--- src/hdl/usf_pkg.sv ---
`default_nettype none
// ----------------------------------------------------------------------------
// usf_pkg
// Shared types and constants of the UTF-8 structural filter.
// ----------------------------------------------------------------------------
package usf_pkg;

  // Byte class masks and tags.
  localparam logic [7:0] ContMask  = 8'hC0;
  localparam logic [7:0] ContTag   = 8'h80;
  localparam logic [7:0] Lead2Mask = 8'hE0;
  localparam logic [7:0] Lead2Tag  = 8'hC0;
  localparam logic [7:0] Lead3Mask = 8'hF0;
  localparam logic [7:0] Lead3Tag  = 8'hE0;
  localparam logic [7:0] Lead4Mask = 8'hF8;
  localparam logic [7:0] Lead4Tag  = 8'hF0;

  // Number of held bytes (lead plus continuation bytes before the final one).
  localparam int HeldDepth = 3;

  // Default depth of the queue between the front and back parts.
  localparam int QueueDepth = 4;

  // One burst of results caused by one input item.
  typedef struct packed {
    logic [3:0][7:0] bytes;     // bytes to emit, in order
    logic [1:0]      last_idx;  // index of the final byte of the burst
    logic            present;   // 0 for an end marker that carries no byte
    logic            str_end;   // burst closes the string
  } usf_desc_t;

  // Push request from the front part to the queue.
  typedef struct packed {
    logic      push;
    usf_desc_t desc;
  } usf_push_t;

endpackage : usf_pkg
`default_nettype wire

--- src/hdl/usf_if.sv ---
`default_nettype none
// ----------------------------------------------------------------------------
// usf_in_if / usf_out_if
// Valid/ready channels for input bytes and filtered result items.
// ----------------------------------------------------------------------------
interface usf_in_if;
  logic       valid;
  logic       ready;
  logic [7:0] in_byte;
  logic       in_last;

  modport source (output valid, output in_byte, output in_last, input ready);
  modport sink   (input valid, input in_byte, input in_last, output ready);
endinterface : usf_in_if

interface usf_out_if;
  logic       valid;
  logic       ready;
  logic [7:0] out_byte;
  logic       byte_present;
  logic       run_end;
  logic       string_end;

  modport source (output valid, output out_byte, output byte_present,
                  output run_end, output string_end, input ready);
  modport sink   (input valid, input out_byte, input byte_present,
                  input run_end, input string_end, output ready);
endinterface : usf_out_if
`default_nettype wire

--- src/hdl/usf_front.sv ---
`default_nettype none
// ----------------------------------------------------------------------------
// usf_front
// Accepts bytes, tracks the pending sequence and builds result bursts.
// ----------------------------------------------------------------------------
module usf_front (
  input  wire logic            clk,
  input  wire logic            rst,
  usf_in_if.sink               in_ch,
  input  wire logic            q_full,
  output usf_pkg::usf_push_t   req
);

  logic [7:0] held [usf_pkg::HeldDepth];
  logic [1:0] held_count, held_count_next;
  logic [1:0] needed_count, needed_count_next;

  logic             accept;
  logic             cont;
  logic             emit;
  logic             wr_held;
  logic [1:0]       wr_idx;
  usf_pkg::usf_desc_t desc;

  assign in_ch.ready = !q_full;
  assign accept      = in_ch.valid && !q_full;
  assign cont        = (in_ch.in_byte & usf_pkg::ContMask) == usf_pkg::ContTag;

  // Classify the byte against the pending sequence and form the burst.
  always_comb begin
    held_count_next   = held_count;
    needed_count_next = needed_count;
    emit              = 1'b0;
    wr_held           = 1'b0;
    wr_idx            = held_count;
    desc              = '0;
    if (needed_count != 2'd0 && cont) begin
      needed_count_next = needed_count - 2'd1;
      if (needed_count == 2'd1) begin
        // Sequence complete: held bytes followed by this one.
        emit = 1'b1;
        for (int i = 0; i < usf_pkg::HeldDepth; i++) begin
          if (i < int'(held_count)) begin
            desc.bytes[i] = held[i];
          end
        end
        desc.bytes[held_count] = in_ch.in_byte;
        desc.last_idx          = held_count;
        held_count_next        = 2'd0;
      end else if (held_count != 2'd3) begin
        wr_held         = 1'b1;
        held_count_next = held_count + 2'd1;
      end
    end else begin
      // No sequence pending, or it broke off: judge the byte as a lead.
      held_count_next   = 2'd0;
      needed_count_next = 2'd0;
      wr_idx            = 2'd0;
      if (!in_ch.in_byte[7]) begin
        emit          = 1'b1;
        desc.bytes[0] = in_ch.in_byte;
      end else if ((in_ch.in_byte & usf_pkg::Lead2Mask) == usf_pkg::Lead2Tag) begin
        wr_held = 1'b1; held_count_next = 2'd1; needed_count_next = 2'd1;
      end else if ((in_ch.in_byte & usf_pkg::Lead3Mask) == usf_pkg::Lead3Tag) begin
        wr_held = 1'b1; held_count_next = 2'd1; needed_count_next = 2'd2;
      end else if ((in_ch.in_byte & usf_pkg::Lead4Mask) == usf_pkg::Lead4Tag) begin
        wr_held = 1'b1; held_count_next = 2'd1; needed_count_next = 2'd3;
      end
    end
    // The end of the string drops any pending sequence.
    if (in_ch.in_last) begin
      held_count_next   = 2'd0;
      needed_count_next = 2'd0;
    end
    desc.present = emit;
    desc.str_end = in_ch.in_last;
  end

  assign req.push = accept && (emit || in_ch.in_last);
  assign req.desc = desc;

  // Sequence state.
  always_ff @(posedge clk) begin
    if (rst) begin
      held_count   <= 2'd0;
      needed_count <= 2'd0;
    end else if (accept) begin
      held_count   <= held_count_next;
      needed_count <= needed_count_next;
    end
  end

  // Held byte storage.
  always_ff @(posedge clk) begin
    if (accept && wr_held && wr_idx != 2'd3) begin
      held[wr_idx] <= in_ch.in_byte;
    end
  end

  // A pending sequence always has its lead byte held, and never more than four bytes.
  assert property (@(posedge clk) disable iff (rst)
    (needed_count == 2'd0) == (held_count == 2'd0))
    else $error("held and needed counts disagree");
  assert property (@(posedge clk) disable iff (rst)
    ({1'b0, held_count} + {1'b0, needed_count}) <= 3'd4)
    else $error("pending sequence longer than four bytes");

endmodule : usf_front
`default_nettype wire

--- src/hdl/usf_queue.sv ---
`default_nettype none
// ----------------------------------------------------------------------------
// usf_queue
// Short queue of result bursts between the front and back parts.
// ----------------------------------------------------------------------------
module usf_queue #(
  parameter int Depth = usf_pkg::QueueDepth
) (
  input  wire logic                clk,
  input  wire logic                rst,
  input  wire usf_pkg::usf_push_t  req,
  output logic                     full,
  input  wire logic                pop,
  output logic                     not_empty,
  output usf_pkg::usf_desc_t       head
);

  localparam int PtrW = (Depth > 1) ? $clog2(Depth) : 1;
  localparam int CntW = $clog2(Depth + 1);

  usf_pkg::usf_desc_t mem [Depth];
  logic [PtrW-1:0] wr_ptr, rd_ptr;
  logic [CntW-1:0] fill;

  assign full      = fill == CntW'(Depth);
  assign not_empty = fill != '0;
  assign head      = mem[rd_ptr];

  // Storage write.
  always_ff @(posedge clk) begin
    if (req.push) begin
      mem[wr_ptr] <= req.desc;
    end
  end

  // Pointers and fill count.
  always_ff @(posedge clk) begin
    if (rst) begin
      wr_ptr <= '0;
      rd_ptr <= '0;
      fill   <= '0;
    end else begin
      if (req.push) begin
        wr_ptr <= (wr_ptr == PtrW'(Depth - 1)) ? '0 : wr_ptr + PtrW'(1);
      end
      if (pop) begin
        rd_ptr <= (rd_ptr == PtrW'(Depth - 1)) ? '0 : rd_ptr + PtrW'(1);
      end
      if (req.push && !pop) begin
        fill <= fill + CntW'(1);
      end else if (pop && !req.push) begin
        fill <= fill - CntW'(1);
      end
    end
  end

  assert property (@(posedge clk) disable iff (rst) req.push |-> !full)
    else $error("push into a full queue");
  assert property (@(posedge clk) disable iff (rst) pop |-> not_empty)
    else $error("pop from an empty queue");

endmodule : usf_queue
`default_nettype wire

--- src/hdl/usf_back.sv ---
`default_nettype none
// ----------------------------------------------------------------------------
// usf_back
// Emits each burst via an output register, one item per cycle unless stalled.
// ----------------------------------------------------------------------------
module usf_back (
  input  wire logic                clk,
  input  wire logic                rst,
  input  wire logic                not_empty,
  input  wire usf_pkg::usf_desc_t  head,
  output logic                     pop,
  usf_out_if.source                out_ch
);

  logic [1:0] idx;
  logic       take;
  logic       load;
  logic       at_last;

  assign take    = !out_ch.valid || out_ch.ready;
  assign load    = take && not_empty;
  assign at_last = idx == head.last_idx;
  assign pop     = load && at_last;

  // Output register valid and burst position.
  always_ff @(posedge clk) begin
    if (rst) begin
      out_ch.valid <= 1'b0;
      idx          <= 2'd0;
    end else if (take) begin
      out_ch.valid <= not_empty;
      if (load) begin
        idx <= at_last ? 2'd0 : idx + 2'd1;
      end
    end
  end

  // Output payload.
  always_ff @(posedge clk) begin
    if (load) begin
      out_ch.out_byte     <= head.bytes[idx];
      out_ch.byte_present <= head.present;
      out_ch.run_end      <= at_last;
      out_ch.string_end   <= at_last && head.str_end;
    end
  end

  // The burst position never runs past the final byte of the burst at the head.
  assert property (@(posedge clk) disable iff (rst) not_empty |-> idx <= head.last_idx)
    else $error("burst index past end of burst");

endmodule : usf_back
`default_nettype wire

--- src/hdl/utf8_structural_filter_unit.sv ---
`default_nettype none
// ----------------------------------------------------------------------------
// utf8_structural_filter_unit
// Streaming filter that passes only structurally well-formed UTF-8.
// ----------------------------------------------------------------------------
// The block takes one byte per cycle and emits each complete sequence of one
// to four bytes whole, once its final byte has arrived; stray continuation
// bytes, invalid leads and broken or unfinished sequences are dropped. An
// input marked last always yields at least one result, with a marker that
// carries no byte when nothing else is emitted. A byte is accepted every cycle
// while the burst queue (QueueDepth entries) has room; the output side emits
// one result per cycle while the receiver is ready, and the input stalls only
// when the queue fills. The first result of a sequence is written into the
// burst queue, then loaded into the output register and presented there.
// ----------------------------------------------------------------------------
module utf8_structural_filter_unit #(
  parameter int QueueDepth = usf_pkg::QueueDepth
) (
  input  wire logic clk,
  input  wire logic rst,
  usf_in_if.sink    in_ch,
  usf_out_if.source out_ch
);

  usf_pkg::usf_push_t req;
  usf_pkg::usf_desc_t head;
  logic               q_full;
  logic               q_not_empty;
  logic               q_pop;

  // Sequence tracking and burst building.
  usf_front u_front (
    .clk    (clk),
    .rst    (rst),
    .in_ch  (in_ch),
    .q_full (q_full),
    .req    (req)
  );

  // Burst queue.
  usf_queue #(
    .Depth (QueueDepth)
  ) u_queue (
    .clk       (clk),
    .rst       (rst),
    .req       (req),
    .full      (q_full),
    .pop       (q_pop),
    .not_empty (q_not_empty),
    .head      (head)
  );

  // Result serialization.
  usf_back u_back (
    .clk       (clk),
    .rst       (rst),
    .not_empty (q_not_empty),
    .head      (head),
    .pop       (q_pop),
    .out_ch    (out_ch)
  );

endmodule : utf8_structural_filter_unit
`default_nettype wire

--- src/flat_wrapper.sv ---
// flat-port wrapper written by rule: the top's interface ports become plain ports
module utf8_structural_filter_unit_flat 
#(
  parameter int QueueDepth = usf_pkg::QueueDepth
)
  (clk, rst, in_ch_valid, in_ch_in_byte, in_ch_in_last, in_ch_ready, out_ch_valid, out_ch_out_byte, out_ch_byte_present, out_ch_run_end, out_ch_string_end, out_ch_ready);
  usf_in_if in_ch_i ();
  usf_out_if out_ch_i ();
  input  wire logic clk;
  input  wire logic rst;
  input wire logic [$bits(in_ch_i.valid)-1:0] in_ch_valid;
  input wire logic [$bits(in_ch_i.in_byte)-1:0] in_ch_in_byte;
  input wire logic [$bits(in_ch_i.in_last)-1:0] in_ch_in_last;
  output wire logic [$bits(in_ch_i.ready)-1:0] in_ch_ready;
  output wire logic [$bits(out_ch_i.valid)-1:0] out_ch_valid;
  output wire logic [$bits(out_ch_i.out_byte)-1:0] out_ch_out_byte;
  output wire logic [$bits(out_ch_i.byte_present)-1:0] out_ch_byte_present;
  output wire logic [$bits(out_ch_i.run_end)-1:0] out_ch_run_end;
  output wire logic [$bits(out_ch_i.string_end)-1:0] out_ch_string_end;
  input wire logic [$bits(out_ch_i.ready)-1:0] out_ch_ready;
  assign in_ch_i.valid = in_ch_valid;
  assign in_ch_i.in_byte = in_ch_in_byte;
  assign in_ch_i.in_last = in_ch_in_last;
  assign in_ch_ready = in_ch_i.ready;
  assign out_ch_valid = out_ch_i.valid;
  assign out_ch_out_byte = out_ch_i.out_byte;
  assign out_ch_byte_present = out_ch_i.byte_present;
  assign out_ch_run_end = out_ch_i.run_end;
  assign out_ch_string_end = out_ch_i.string_end;
  assign out_ch_i.ready = out_ch_ready;
  utf8_structural_filter_unit #(.QueueDepth(QueueDepth)) u_core (.clk(clk), .rst(rst), .in_ch(in_ch_i), .out_ch(out_ch_i));
endmodule
--- config.mk ---
export PLATFORM = sky130hd
export DESIGN_NAME = utf8_structural_filter_unit_flat
export DESIGN_NICKNAME = d
export VERILOG_FILES = /design/src/hdl/usf_pkg.sv /design/src/hdl/usf_if.sv /design/src/hdl/usf_front.sv /design/src/hdl/usf_queue.sv /design/src/hdl/usf_back.sv /design/src/hdl/utf8_structural_filter_unit.sv /design/src/flat_wrapper.sv
export SDC_FILE = /design/constraint.sdc
export NUM_CORES = 1
export LEC_CHECK = 0
export BUFFER_PORTS_ARGS = -buffer_cell sky130_fd_sc_hd__buf_2
export CORE_ASPECT_RATIO = 0.9
export CORE_MARGIN = 2
export CORE_UTILIZATION = 66
export CTS_CLUSTER_DIAMETER = 50
export CTS_CLUSTER_SIZE = 8
export DETAILED_ROUTE_END_ITERATION = 7
export GPL_TIMING_DRIVEN = 0
export HOLD_SLACK_MARGIN = 0.06
export PLACE_DENSITY = 0.82
export SYNTH_ARGS = -nofsm -noshare
export SYNTH_HDL_FRONTEND = slang
export SYNTH_SLANG_ARGS = --single-unit
--- constraint.sdc ---
create_clock -name clk -period 4.9 [get_ports clk]
set_input_delay 0.735 -clock clk [delete_from_list [all_inputs] [get_ports clk]]
set_output_delay 0.735 -clock clk [all_outputs]
set_load 0.01 [all_outputs]
# Yosys cells after proc, flatten, opt, wreduce, memory -nomap -nowiden
# Memory sizes are Yosys's and may differ from the RTL's. A register that Yosys moved wholly into a read port is not among the register bits.
# Cells that the tools add are included.
# word_totals
ramBits	168
romBits	0
inputBits	13
register_bits	25
n_memories	2
word_cells	115
latch_bits	0
# op_classes
n_addsub	7
muxes	55
n_eq_ne	12
bitwise	0
shifts	0
mul	0
div_mod_pow	0
n_lt_le_gt_ge	6
reduce_logical	22
# memory_table
name	depth	word_bits	read_ports	rd_clocked_by_memory_dff	write_ports	line_no	source
u_core.u_queue.mem	4	36	1	1	1	usf_queue.sv:21	usf_pkg::usf_desc_t mem [Depth];
u_core.u_front.held	3	8	3	0	1	usf_front.sv:14	logic [7:0] held [usf_pkg::HeldDepth];
# ops
cell	count
$mux 8	12
$mux 2	17
$mux 34	1
$bwmux 32	1
$mux 24	1
$mux 1	18
$bmux 8 s2	1
$demux 8 s2	1
$logic_and 1x1->1	11
$add 2x1->2 const B	4
$mux 7	1
$eq 2x2->1 const B	3
$eq 3x3->1 const B	2
$lt 2x3->1 const B	2
$mux 3	2
$eq 5x5->1 const B	1
$eq 4x4->1 const B	1
$logic_not 1->1	4
$lt 1x2->1 const A	2
$ne 2x2->1 const B	2
$ne 4x2->1 const B	1
$reduce_and 2->1	2
$reduce_bool 2->1	2
$add 3x1->3 const B	1
8 further kinds	9

# Longest topological paths before layout
# Gate-level depths: netlist (run 1).
# depth
depth_word	10
ltp_mapped	11
depth_no_buf	11

# Modules after synthesis
# From an unflattened synthesis (run 1), not the netlist that was laid out.
# unflattened
cells_unflattened	427
area_unflattened_um2	8034.0
# by_module_without_submodules
mod	area_per_inst_um2	seq_area_each_um2	n_inst	cells_per_inst
usf_queue	5690.5	4504.3	1	232
usf_front	1606.5	800.8	1	151
usf_back	737.0	390.4	1	44

# Least setup slack after synthesis (run 1)
# No wires, ideal clock.
# synth_path
path_type	flip-flop to flip-flop
start	register (tool-made name)
end	register u_core.u_queue.fill[2]
path_slack_ps	2225
synth_period_minus_slack_ps	2675
path_stages_with_launch	12
required_time_ps	4829
arrival_ps	2604
cell_sequence	dfxtp_1 -> buf_6 -> mux4_2 -> xor2_1 -> nor3_2 -> inv_1 -> ha_1 -> inv_1 -> fa_1 -> xor2_1 -> or3_1 -> a21oi_1
# synth_lines
element	line_no	source
to (signal assigned)	usf_queue.sv:50	fill <= fill + CntW'(1);
to (signal assigned)	usf_queue.sv:52	fill <= fill - CntW'(1);
to (decl)	usf_queue.sv:23	logic [CntW-1:0] fill;

==> results of run 1 <==
[registers in the layout, indices dropped and copies added, names as in the netlist, named ones only]
name and cells:
u_core.u_back.out_ch.byte_present 1, u_core.u_front.held 24, u_core.u_queue.wr_ptr 2, u_core.u_queue.fill 3, u_core.u_front.needed_count 2, u_core.u_queue.mem 144
u_core.u_back.out_ch.out_byte 8, u_core.u_back.idx 2, u_core.u_front.held_count 2, u_core.u_back.out_ch.run_end 1, u_core.u_queue.rd_ptr 2, u_core.u_back.out_ch.valid 1
u_core.u_back.out_ch.string_end 1
[worst max-delay path: cells and delay by family, from the launching register on]
kind	cells	cell delay, ps
adders and majority gates	2	620
muxes	1	560
xor gates and xnor gates	2	510
and+or+nand+nor	2	410
DFF	1	330
buffers and inverters	3	320
AOI/OAI and AO/OA	1	140
[worst min path at each step]
stage	startpoint	to	slack, ps	cells past startpoint
after global placement	u_core.u_front.needed_count[1]$_SDFFE_PP0P_	u_core.u_front.needed_count[1]$_SDFFE_PP0P_	450	2
after detailed placement	u_core.u_front.needed_count[1]$_SDFFE_PP0P_	u_core.u_front.needed_count[1]$_SDFFE_PP0P_	460	2
final	u_core.u_front.needed_count[1]$_SDFFE_PP0P_	u_core.u_front.needed_count[1]$_SDFFE_PP0P_	460	2
after floorplan	u_core.u_front.needed_count[1]$_SDFFE_PP0P_	u_core.u_front.needed_count[1]$_SDFFE_PP0P_	430	2
after CTS	u_core.u_front.needed_count[1]$_SDFFE_PP0P_	u_core.u_front.needed_count[1]$_SDFFE_PP0P_	470	2
after global routing	u_core.u_front.needed_count[1]$_SDFFE_PP0P_	u_core.u_front.needed_count[1]$_SDFFE_PP0P_	490	2
[layout make-up]
class                      instances  area (um^2)
buffer                            21        102.6
inverter                          13        48.80
tap                              156        195.2
clock buffer                      19        432.9
fill                             635         2633
clock inverter                    13        165.2
sequential                       195         5695
timing repair buffer              29        212.7
multi-input combinational        202         2042
[power by group through the flow]
stage                     registers [W]  logic, W  clock network [W]
after global routing            0.00208   0.00108            0.00147
after CTS                       0.00206   0.00102            0.00141
after detailed placement        0.00210   0.00100                  0
final                           0.00206   0.00100            0.00140
after global placement          0.00209  0.000958                  0
after floorplan                 0.00212  0.000687                  0
[synth_stat cells (2+ instances only)]
cell	number
or3b_1	3
buf_4	3
xor2_1	4
o2111ai_1	2
clkbuf_1	11
mux2i_1	3
inv_1	10
a22o_1	7
mux4_2	44
edfxtp_1	179
nand2_1	12
buf_1	2
dfxtp_1	16
or3_1	2
nor3_1	6
and2_1	6
nor2_1	30
a21oi_1	13
nand2b_1	3
nor2b_1	4
inv_2	3
a22oi_1	13
buf_2	4
ha_1	13
nand4_1	3
xnor2_1	2
and3_1	10
[through the flow]
stage                     utilization  cells  power [W]  hold slack, ps
after global routing           0.7716    648   0.004628           491.6
after detailed placement       0.7197    616   0.003100           457.3
final                          0.7716    648   0.004466           462.2
after CTS                      0.7716    648   0.004491           466.3
after floorplan                     -    431   0.002803           430.3
after global placement         0.7117    612   0.003048           448.4
[cell families (layout without fill, tap and decap cells)]
logic type      after synthesis  count (layout)  share of synthesized area
flops                       195             195                     0.7235
simple gates                 88              88                    0.05865
mux                          48              48                     0.1311
compound gates               42              42                    0.03719
buf+inv                      34              95                    0.01923
fa+ha+maj                    14              14                    0.02320
xor+xnor                      6               6                   0.006675
other cells                   1               4                  0.0004763
[per-layer routing]
layer  share of wire  up-vias
li1                -     1812
met4           0.034        0
met1            0.37     2161
met2            0.52      218
met3           0.079       40
met5               0        -
==> reports/metrics.yaml, run 1 <==
max-slew-margin-rel: 0.1488
timing.fmax_mhz: 337.8
p_seq_frac: 0.462
synth-edff-count: 179
synth.area.top_cells: "edfxtp_1 68%, mux4_2 13%, dfxtp_1 4.1%"
viasPerCell: 6.529
start_util: 0.6829
hpwl_um: 10080
synth_warnings: 0
layout-area-overhead-vs-synth_pct: 12.98
dieArea_mm2: 0.01282
dpl-instance-area_mm2: 0.008297
drive_gt1_frac: 0.2358
dr_total_vias: 4231
grt_pass1_wl_um: 24220
drtAntennaViolNets: 0
final_area_mm2: 0.008895
grt_use_total: 0.2707
fin_ws_ps: 1940
path_class: "reg2reg"
die_w_um: 119.1
first_pass_iters: 5
cts_tree: "done"
gr-usage-met3: 0.06568
arrival_ps: 3320
post_cts_buffers: 0
endpoint_kind: "flip-flop"
leakagePower_nw: 2.982
final-setup-viol-count: 0
diodes: 0
fin_crit_ps: 2960
grt_pass1_vias: 4381
finalHoldViolCount: 0
tns_ps: 0
grt_max_degree: 25
switching_share: 0.2569
layout_commonest_cell: "edfxtp_1"
worstPathRequired_ps: 5260
post_cts_resized: 0
startpoint_type: "flip-flop"
drc_errors: 0
synth.distinct_cells: 47
wl_per_cell_um: 24.44
synth_flop_cell: "edfxtp_1"
final_cell_mix: "179 x edfxtp_1, 44 x mux4_2, 30 x nor2_1"
cp_max_fo: 9
internal-power_w: 0.003319
syn_inst: 428
rsz0062_at_grt: "no"
path_clk_slew_ps: 70
maxSlewViolCount: 0
fin_crit_sh: 0.6041
io_buffer_count: 25
grt_antenna_before_repair: 0
status: "finished clean"
cts_buffers: 17
clock-sinks: 195
yosysSeqAreaShare: 0.7235
htree_levels: 4
grtUsageMet1: 0.3376
cp_cell_sequence: "buf_6 -> mux4_2 -> xor2_1 -> nor3_2 -> inv_1 -> ha_1 -> inv_1 -> fa_1 -> xor2_1 -> or3_1 -> a21oi_1"
yosysTopAreaCellShare: 0.6828
synth-seq-cells: 195
p_per_area_mw_per_mm2: 502.1
ctsRootBufferMaster: "clkbuf_16"
slowest_delay_ps: 560
yosysTopAreaCell: "edfxtp_1"
placementRows: 37
wl_um: 15840
r2r_end: "u_core.u_queue.fill[2]$_SDFFE_PP0P_"
finalWeightedCongestion: 0.8493
clk_latency_ps: 430
syn_area_mm2: 0.007873
critPathCapture: "u_core.u_queue.fill[2]$_SDFFE_PP0P_"
cpMaxStageDelayCell: "mux4_2"
p_comb_frac: 0.225
clkPwrFrac: 0.314
ys_async_sr_fraction: 0
r2r_slack_ps: 1940
clock_path_buffers: 2
p_sw_w: 0.001147
grt-ovfl-total: 0
tightest_slew_ps: 1267
ios: 26
layout.nets: 506
ctsHoldBuffers: 0
finClkSkew_ps: 7.763
avgSynthCellArea_um2: 18.39
rr_worst_depth: 11
post-place-ws_ps: 1890
cap_viol_max_count: 0
vdd_drop_max_v: 0.0005692
drt_iter0_markers: 506
grt_util_met2: 0.4589
grt_busiest_layer: "met2"
core_mm2: 0.01153
die_h_um: 107.6
hold_class: "reg2reg"
Note: power is estimated with default switching activity, not from simulation.
==> inputs of run 2 (changes only) <==
--- a/config.mk
+++ b/config.mk
@@ -8,13 +8,13 @@
 export BUFFER_PORTS_ARGS = -buffer_cell sky130_fd_sc_hd__buf_2
 export CORE_ASPECT_RATIO = 0.9
 export CORE_MARGIN = 2
-export CORE_UTILIZATION = 66
+export CORE_UTILIZATION = 55
 export CTS_CLUSTER_DIAMETER = 50
 export CTS_CLUSTER_SIZE = 8
 export DETAILED_ROUTE_END_ITERATION = 7
 export GPL_TIMING_DRIVEN = 0
 export HOLD_SLACK_MARGIN = 0.06
-export PLACE_DENSITY = 0.82
+export PLACE_DENSITY = 0.73
 export SYNTH_ARGS = -nofsm -noshare
 export SYNTH_HDL_FRONTEND = slang
 export SYNTH_SLANG_ARGS = --single-unit
==> constraint.sdc (replaced) <==
create_clock -name clk -period 2.7 [get_ports clk]
set_input_delay 0.405 -clock clk [delete_from_list [all_inputs] [get_ports clk]]
set_output_delay 0.405 -clock clk [all_outputs]
set_load 0.01 [all_outputs]
==> run 2 against run 1 <==
Net effect: register-to-register slack worse by 1900 ps; die area rose by 19%; sequential share of layout area shrank 0.66 points; worst hold slack lost 230 ps; combinational power is 99% higher; clock skew rose by 1.6 ps; first-iteration DRC count decreased by 20%; sequential power increased by 82%; clock power up 61%; flip-flop and latch count unchanged; final cell count up 6.8%; clock-buffer cell count increased by 5; critical path type unchanged; highest routed layer unchanged.
==> reports/metrics.yaml, run 2 (synthesized netlist as in run 1, its figures left out) <==
status: "finished clean"
grt_antenna_before_repair: 0
final_util: 0.6419
whs_path_depth: 1
die_w_um: 130.1
cpMaxStageDelayCell: "mux4_2"
maxSlewViolCount: 0
startpoint_type: "flip-flop"
wl_um: 15390
finClkSkew_ps: 9.317
finalHoldViolCount: 0
path_class: "reg2reg"
grt_use_total: 0.2167
ios: 26
hpwl_um: 9802
fin_ws_ps: 56.83
endpoint_kind: "flip-flop"
tightest_slew_ps: 905.5
start_util: 0.5621
drc_errors: 0
layout-area-overhead-vs-synth_pct: 14.19
fin_crit_sh: 0.9790
placementRows: 41
clock-sinks: 195
viasPerCell: 5.918
power_w: 0.007987
grt-ovfl-total: 0
cp_max_fo: 4
htree_levels: 4
fin_cells: 692
grt_pass1_vias: 4198
clkPwrFrac: 0.282
switching_share: 0.2660
layout.nets: 513
layout_commonest_cell: "edfxtp_1"
dpl-instance-area_mm2: 0.008335
grt_max_degree: 24
p_per_area_mw_per_mm2: 888.4
vdd_drop_max_v: 0.0006664
slowest_delay_ps: 560
p_sw_w: 0.002125
first_pass_iters: 5
path_clk_slew_ps: 60
final_cell_mix: "179 x edfxtp_1, 44 x mux4_2, 30 x nor2_1"
max-slew-margin-rel: 0.3963
wl_per_cell_um: 22.24
fin_crit_ps: 2643
p_comb_frac: 0.249
cts_tree: "done"
p_seq_frac: 0.469
diodes: 0
ctsRootBufferMaster: "clkbuf_16"
rsz0062_at_grt: "yes"
worstPathRequired_ps: 3060
drt_iter0_markers: 404
final_area_mm2: 0.008990
max_flop_register: "u_core.u_queue.mem"
hold_class: "in2reg"
largest_registers: "u_core.u_queue.mem (144), u_core.u_front.held (24), u_core.u_back.out_ch.out_byte (8)"
drtAntennaViolNets: 0
cts_buffers: 17
post-place-cells: 653
grt_pass1_wl_um: 23470
crit_cells: 11
finalWeightedCongestion: 0.8154
ctsHoldBuffers: 0
internal-power_w: 0.005862
drive_gt1_frac: 0.2625
clock_path_buffers: 2
path_buf_inv: 3
final-setup-viol-count: 0
timing.fmax_mhz: 378.3
post-place-ws_ps: -272.5
largest_register_ffs: 144
die_h_um: 117.5
io_buffer_count: 25
core_mm2: 0.01400
clk_latency_ps: 430
dieArea_mm2: 0.01529
dr_total_vias: 4095
arrival_ps: 3010
cp_cell_sequence: "buf_6 -> mux4_2 -> xor2_4 -> nor3_4 -> inv_2 -> ha_4 -> inv_1 -> fa_2 -> xor2_1 -> or3_1 -> a21oi_2"
rr_worst_depth: 11
cap_viol_max_count: 0
cp_top_family: "multiplexers"
leakagePower_nw: 2.990
==> run 2: changes by cell type in the layout (fill, tap and decap cells not counted), moves of 2 or more <==
cell        before  now
buf_4            3   10
bufinv_16        4    1
clkbuf_1        13   18
clkinvlp_4       2    0
ha_1            13   11
nor3_1           6    4
xor2_1           4    2
xor2_4           0    2
==> run 2: routing by layer <==
layer	wire (um)	track usage	part of all wire
met4	245	0.07594	0.016
met5	0	0	0
met3	851	0.05682	0.055
met2	7712	0.3387	0.50
met1	6578	0.2986	0.43
==> run 2: worst paths after layout <==
check                                                    from                                           to  slack (ps)
setup / recovery                                    flip-flop          u_core.u_queue.fill[2]$_SDFFE_PP0P_          60
hold / removal                               in_ch_in_byte[7]          u_core.u_front.held[0][7]$_DFFE_PP_         230
setup reg to reg                                    flip-flop          u_core.u_queue.fill[2]$_SDFFE_PP0P_          60
hold reg to reg   u_core.u_front.needed_count[1]$_SDFFE_PP0P_  u_core.u_front.needed_count[1]$_SDFFE_PP0P_         460
==> run 2: cell type report <==
cell class / instances / area, um^2
flip-flops and latches: 195 / 5697
fillers: 963 / 5015
multi-input cells: 202 / 2130
clock buffers: 24 / 451.7
repair buffers: 36 / 257.7
well taps: 193 / 241.5
plain buffers: 21 / 102.6
clock inverters: 8 / 61.31
inverters: 13 / 48.80
==> run 2: stage by stage <==
step / setup TNS (ps) / hold slack (ps)
final: 0 / 233.2
after global routing: -55.77 / 221.0
after CTS: 0 / 214.6
after detailed placement: -272.5 / 459.1
after global placement: -90170 / 452.7
after floorplan: 0 / 430.3
==> run 2: what timing repair did <==
item,in CTS,in global routing
setup endpoints to repair,1,10
cloned,0,0
setup buffers,7,0
pin swaps,1,3
gates resized for setup,8,8
==> run 2: worst register-to-register path, stage by stage, from the launching register on <==
cell and delay (ps):
dfxtp_2 320, buf_6 110, mux4_2 560, xor2_4 210, nor3_4 80, inv_2 80
ha_4 130, inv_1 50, fa_2 380, xor2_1 160, or3_1 380, a21oi_2 120
==> run 2: power by group through the flow <==
stage          clock [W]  sequential, W  combinational (W)
6_report         0.00225        0.00375            0.00199
5_1_grt          0.00238        0.00377            0.00216
4_1_cts          0.00227        0.00374            0.00199
3_5_place_dp           0        0.00380            0.00184
3_3_place_gp           0        0.00379            0.00177
2_1_floorplan          0        0.00384            0.00125
